===== src/hw/rtl/chc_pkg.sv =====
// ----------------------------------------------------------------------------
// chc_pkg
// Shared types, sizes and codes of the canonical code table block.
// ----------------------------------------------------------------------------
package chc_pkg;

  localparam int NUM_SYMBOLS = 256;
  localparam int MAX_LEN     = 32;
  localparam int NLEN        = MAX_LEN + 1;
  localparam int SYM_W       = 8;
  localparam int LEN_W       = 6;
  localparam int LVL_AW      = 6;
  localparam int CNT_W       = 9;
  localparam int CODE_W      = 32;

  localparam logic [2:0] CMD_LOAD   = 3'd0;
  localparam logic [2:0] CMD_BUILD  = 3'd1;
  localparam logic [2:0] CMD_ENCODE = 3'd2;
  localparam logic [2:0] CMD_DECODE = 3'd3;
  localparam logic [2:0] CMD_CLEAR  = 3'd4;

  localparam logic [1:0] ST_OK        = 2'd0;
  localparam logic [1:0] ST_NOT_FOUND = 2'd1;
  localparam logic [1:0] ST_TOO_LONG  = 2'd2;
  localparam logic [1:0] ST_NOT_BUILT = 2'd3;

  typedef struct packed {
    logic [2:0]        cmd;
    logic [SYM_W-1:0]  symbol;
    logic [LEN_W-1:0]  word_len;
    logic [CODE_W-1:0] code_bits;
  } in_item_t;

  typedef struct packed {
    logic [SYM_W-1:0]  found_symbol;
    logic [CODE_W-1:0] out_code;
    logic [LEN_W-1:0]  out_length;
    logic [1:0]        status;
  } out_item_t;

  // Requests to the per-symbol memories.
  typedef struct packed {
    logic              len_we;
    logic [SYM_W-1:0]  len_waddr;
    logic [LEN_W-1:0]  len_wdata;
    logic              len_re;
    logic [SYM_W-1:0]  len_raddr;
    logic              code_we;
    logic [SYM_W-1:0]  code_waddr;
    logic [CODE_W-1:0] code_wdata;
    logic              code_re;
    logic [SYM_W-1:0]  code_raddr;
    logic              sort_we;
    logic [SYM_W-1:0]  sort_waddr;
    logic [SYM_W-1:0]  sort_wdata;
    logic              sort_re;
    logic [SYM_W-1:0]  sort_raddr;
  } sym_req_t;

  typedef struct packed {
    logic [LEN_W-1:0]  len;
    logic [CODE_W-1:0] code;
    logic [SYM_W-1:0]  sort;
  } sym_rsp_t;

  // Requests to the per-length memories.
  typedef struct packed {
    logic              re;
    logic [LVL_AW-1:0] raddr;
    logic [LVL_AW-1:0] waddr;
    logic              cnt_we;
    logic [CNT_W-1:0]  cnt_wdata;
    logic              frank_we;
    logic              cursor_we;
    logic [CNT_W-1:0]  rank_wdata;
    logic              fcode_we;
    logic [CODE_W-1:0] fcode_wdata;
  } lvl_req_t;

  typedef struct packed {
    logic [CNT_W-1:0]  cnt;
    logic [CNT_W-1:0]  frank;
    logic [CNT_W-1:0]  cursor;
    logic [CODE_W-1:0] fcode;
  } lvl_rsp_t;

endpackage


===== src/hw/rtl/chc_lvl_mem.sv =====
// ----------------------------------------------------------------------------
// chc_lvl_mem
// Per-length memories: symbol count, first rank, placement cursor, first code.
// ----------------------------------------------------------------------------
module chc_lvl_mem (
  input  logic             clk,
  input  chc_pkg::lvl_req_t req,
  output chc_pkg::lvl_rsp_t rsp
);

  logic [chc_pkg::CNT_W-1:0]  cnt_mem    [0:chc_pkg::NLEN-1];
  logic [chc_pkg::CNT_W-1:0]  frank_mem  [0:chc_pkg::NLEN-1];
  logic [chc_pkg::CNT_W-1:0]  cursor_mem [0:chc_pkg::NLEN-1];
  logic [chc_pkg::CODE_W-1:0] fcode_mem  [0:chc_pkg::NLEN-1];

  chc_pkg::lvl_rsp_t q_r;

  always_ff @(posedge clk) begin
    if (req.cnt_we) begin
      cnt_mem[req.waddr] <= req.cnt_wdata;
    end
    if (req.frank_we) begin
      frank_mem[req.waddr] <= req.rank_wdata;
    end
    if (req.cursor_we) begin
      cursor_mem[req.waddr] <= req.rank_wdata;
    end
    if (req.fcode_we) begin
      fcode_mem[req.waddr] <= req.fcode_wdata;
    end
    if (req.re) begin
      q_r.cnt    <= cnt_mem[req.raddr];
      q_r.frank  <= frank_mem[req.raddr];
      q_r.cursor <= cursor_mem[req.raddr];
      q_r.fcode  <= fcode_mem[req.raddr];
    end
  end

  assign rsp = q_r;

endmodule


===== config.mk =====
export PLATFORM = sky130hd
export DESIGN_NAME = chc_lvl_mem
export DESIGN_NICKNAME = d
export VERILOG_FILES = /design/src/hw/rtl/chc_pkg.sv /design/src/hw/rtl/chc_lvl_mem.sv
export SDC_FILE = /design/constraint.sdc
export NUM_CORES = 2
export LEC_CHECK = 0
export ABC_AREA = 1
export BUFFER_PORTS_ARGS = -buffer_cell sky130_fd_sc_hd__buf_2
export CAP_MARGIN = 20
export CELL_PAD_IN_SITES_DETAIL_PLACEMENT = 0
export CELL_PAD_IN_SITES_GLOBAL_PLACEMENT = 2
export CORE_MARGIN = 4
export CORE_UTILIZATION = 41
export CTS_BUF_LIST = sky130_fd_sc_hd__clkbuf_8
export CTS_CLUSTER_SIZE = 30
export DETAILED_ROUTE_END_ITERATION = 8
export GPL_TIMING_DRIVEN = 0
export PLACE_DENSITY_LB_ADDON = 0.1
export RECOVER_POWER = 100
export SLEW_MARGIN = 20
export SYNTH_ARGS = -nofsm -noshare
export SYNTH_HDL_FRONTEND = slang
export SYNTH_SLANG_ARGS = --single-unit

===== constraint.sdc =====
create_clock -name clk -period 2.8 [get_ports clk]
set_clock_uncertainty 0.2 [all_clocks]
set_input_delay 0.14 -clock clk [delete_from_list [all_inputs] [get_ports clk]]
set_output_delay 0.14 -clock clk [all_outputs]
set_load 0.005 [all_outputs]

-- Word-level counts from Yosys, hierarchy flattened
Memory sizes are Yosys's and may differ from the RTL's. A register that Yosys moved wholly into a read port is not among the register bits.
Cells that the tools add are included.
- multiplexer cells: 8
- operators by type and width (cell ; number):
    $mux 1 ; 8
- memories: 4
- output and inout port bits: 59
- flip-flop bits (word level): 0
- RAM bits: 1947
- memory list (name ; words ; bits a word ; rd ports ; clocked after memory_dff ; write ports ; RTL line ; RTL):
    fcode_mem ; 33 ; 32 ; 1 ; 1 ; 1 ; chc_lvl_mem.sv:14 ; logic [chc_pkg::CODE_W-1:0] fcode_mem [0:chc_pkg::NLEN-1];
    cnt_mem ; 33 ; 9 ; 1 ; 1 ; 1 ; chc_lvl_mem.sv:11 ; logic [chc_pkg::CNT_W-1:0] cnt_mem [0:chc_pkg::NLEN-1];
    cursor_mem ; 33 ; 9 ; 1 ; 1 ; 1 ; chc_lvl_mem.sv:13 ; logic [chc_pkg::CNT_W-1:0] cursor_mem [0:chc_pkg::NLEN-1];
    frank_mem ; 33 ; 9 ; 1 ; 1 ; 1 ; chc_lvl_mem.sv:12 ; logic [chc_pkg::CNT_W-1:0] frank_mem [0:chc_pkg::NLEN-1];

-- Depth between registers and ports, before layout
- word-level depth: 2
- gate-level depth with buffers: 13
- depth with buffers taken out: 9

-- Worst setup path before layout
Ideal clock, no wire load.
- kind: input -> register
- start point: input port req[58] (netlist name)
- end point: memory fcode_mem[24][0] (netlist name), enable pin
- setup slack: -0.079 ns
- stages on the path: 4
- arrival: 2.258 ns
- data required time: 2.179 ns
- library setup time: 0.421 ns
- path through: inv_1 -> nor3_1 -> nand2_1 -> nor2_1
- RTL lines (element ; RTL line ; RTL):
    start, declared ; chc_lvl_mem.sv:7 ; input chc_pkg::lvl_req_t req,
    end, declared ; chc_lvl_mem.sv:14 ;
Straight into the memory's write port.

-- Worst setup path in the final report
- start point: input port req[58] (netlist name)
- end point: memory fcode_mem[5][13] (netlist name), enable pin
Straight into the memory's write port.

==> results by group <==
Outcome
  • Status: finished, violations left
  • Failing checks: max-capacitance violations, max-slew violations, negative setup slack

Critical path
  • Crit-path leading delay family: buffers and inverters
  • Cell mode on critical path: dlygate4sd3_1
  • CP max stage cell: dlygate4sd3_1
  • Startpoint Class: input pin
  • Crit Path Category: input pin to flop
  • Critical-path cell list: dlygate4sd3_1, buf_2, nor3_1, dlygate4sd3_1, nand2_1, nor2_2, buf_12, buf_6
  • Worst path buffer plus inverter count: 5
  • Crit end category: flop
  • Critical Path Max Stage Delay: 0.74 ns
  • CP max FO: 15
  • Worst EP arrival: 3.36 ns
  • Worst EP required: 3.32 ns

Timing
  • Top achievable clock speed: 352 MHz
  • Final setup margin: -0.0442 ns
  • Slew Limit Fails: 918
  • Endpoints failing hold: 0
  • Worst Max-Slew Pin Slew: 2.73 ns
  • Final min period: 2.84 ns
  • Final setup viols: 43
  • Period utilization: 102%
  • Setup TNS: -0.847 ns
  • Slew Limit Headroom: -81.8%
  • RSZ-0062 raised after global routing: false

Synth
  • Avg Cell Area, Syn: 12.0 sq um
  • Mux cell area share after synthesis: 0%
  • Post-Synth Simple-Gate Area: 22.4%
  • Post-synth top area share: 75.0%
  • Adder-cell share of the synthesized area: 0%
  • Largest cells by area after synthesis: edfxtp_1 (75%), nand2_1 (12%), nand3_1 (9.9%)
  • Register bit total from synthesis: 2006
  • Yosys cell types: 14
  • Synth Warn #: 0
  • Synth area leader: edfxtp_1
  • Syn_nets: 6766
  • Post-Synth XOR/XNOR Area: 0%
  • Post-Synthesis Cells: 6698
  • Synth Area in Compound Gates: 0%
  • Sequential share of the synthesized area: 75.0%
  • Combinational family with the most area after synthesis: simple AND/OR/NAND/NOR gates
  • Mapped Area: 80300 sq um

Floorplanning
  • Chip Height: 451 microns
  • Die footprint: 203000 sq um
  • Placement Rows: 162
  • Number of placed I/O pins: 127
  • Die width: 451 microns
  • Core region area: 195000 sq um
  • Starting Density: 41.2%

Clocking
  • Max clock buf depth: 4
  • CTS clk-pin slew, worst paths: 0.06 ns
  • Clock latency on the worst-skew pair: 1.06 ns
  • Number of H-tree levels: 5
  • CTS Buf Count: 356
  • Root buf cell: clkbuf_8
  • Post-CTS Repair Setup Buffers: 0
  • CTS tree: yes
  • Clock sink total: 2006

Layout
  • Share of layout cells above drive strength 1: 11.6%
  • Layout Cells excl Fill: 10340
  • Commonest non-fill, non-tap cell in the layout: nand2_1
  • Most frequent cells in the layout: nand2_1 (2510), edfxtp_1 (2006), nand3_1 (1593)
  • Nets@finish: 7520
  • Layout area overhead: 15.9%
  • Fillers: 17837
  • Post-layout util: 47.8%

Place
  • Place WS: -0.724 ns
  • # placed instances: 9556
  • Post-DP HPWL: 211000 microns
  • Input/output buffers: 122
  • Routability-driven placement congestion ratio: 0.869

GRT
  • Global-route wire length before repair: 428000 microns
  • Largest net degree at the start of global routing: 67
  • Grt ovf: 0
  • GRT Resource Usage Total: 30.3%
  • Vias in the first global route: 54292
  • Antenna violations before repair: 26

Drt
  • ANT nets after route: 0
  • Mean routed wirelength per cell: 30.2 microns
  • Routed WL: 313000 microns
  • Initial DRT Pass Iterations: 6
  • 1st-iter DRT viols: 6370
  • Vias: 56815
  • Post-DR vias/cell: 5.49
  • DRC: 0

Power
  • Total Power: 62100 uW
  • Leakage power: 0.0343 uW
  • Maximum vdd drop: 0.366 mV
  • Pwr per Cell Area: 667 nW/um^2

Flow run
  • Max-cap violations: 27

Min path
  • HP Class: input pin to flop
state kept, by name (all words and copies together), names as in the netlist:
register	cells
fcode_mem	1056
cnt_mem	297
cursor_mem	297
frank_mem	297
rsp	59
worst reg2reg max path: stages (launching register included):
cell	delay, ns
edfxtp_1	0.35
nand2_1	0.08
nand3_1	0.10
nand3_1	0.10
nand2_1	0.08
nand2_1	0.06
nand3_1	0.23
nand3_1	0.17
nand2_1	0.17
per-stage QoR:
stage	hold slack, ns	instance area [sq um]
after global routing	0.100	93100
after floorplan	0.0389	80400
final	0.112	93100
after CTS	0.000477	94900
after detailed placement	0.305	86900
after global placement	0.301	84300
worst paths after layout:
check,from,endpoint,slack [ns],cells after the start
max reg2reg,fcode_mem[3][31],rsp[31],0.95,8
min reg2reg,fcode_mem[32][1],rsp[1],0.31,2
max,req[58],fcode_mem[5][13],-0.04,8
min,req[53],cnt_mem[0][0],0.11,4
final cells by class:
type                       instances  area [sq um]  share of cell area [%]
clock buffer                     365          5020                    5.40
clock inverter                   243           988                    1.06
multi-input combinational       4248         18100                    19.4
tap                             2624          3280                    3.53
timing repair buffer             396          3330                    3.57
inverter                          15          61.3                  0.0658
sequential                      2006         60200                    64.7
buffer                           429          2070                    2.22
antenna                           14          35.0                  0.0376
synthesized netlist by cell type:
master and n:
nor3_1 12, buf_4 19, inv_1 10, buf_1 54, clkbuf_1 86, nand2_1 2510, buf_6 4, inv_2 4
nor2_1 132, buf_2 266, inv_6 1, nand4_1 1, nand3_1 1593, edfxtp_1 2006
layer usage:
layer / wire length, microns / track usage (%) / vias to the layer above / part of all wire, %
li1: - / - / 25144 / -
met1: 127000 / 40.7 / 28342 / 41
met2: 144000 / 48.4 / 2687 / 46
met3: 24500 / 4.96 / 640 / 7.8
met4: 17000 / 14.0 / 2 / 5.4
met5: 11 / 0 / - / 0.0035
cell families (layout without fill, tap and decap cells):
group / after synthesis / after routing
AND/OR/NAND/NOR: 4248 / 4248
flip-flops: 2006 / 2006
buffers and inverters: 444 / 1448
other: 0 / 14
power breakdown:
group / switching, uW / leakage, uW / internal [uW]
clock network: 12000 / 0.00353 / 12100
registers: 57.6 / 0.0181 / 33400
logic: 3530 / 0.0127 / 1070
what timing repair did:
item / 4_1_cts / 5_1_grt
setup endpoints to repair: 0 / 9
endpoints found under the hold margin: 3677 / 0
hold buffers: 161 / 0
gates resized for setup: 0 / 1
(Power assumes the default switching activity.)
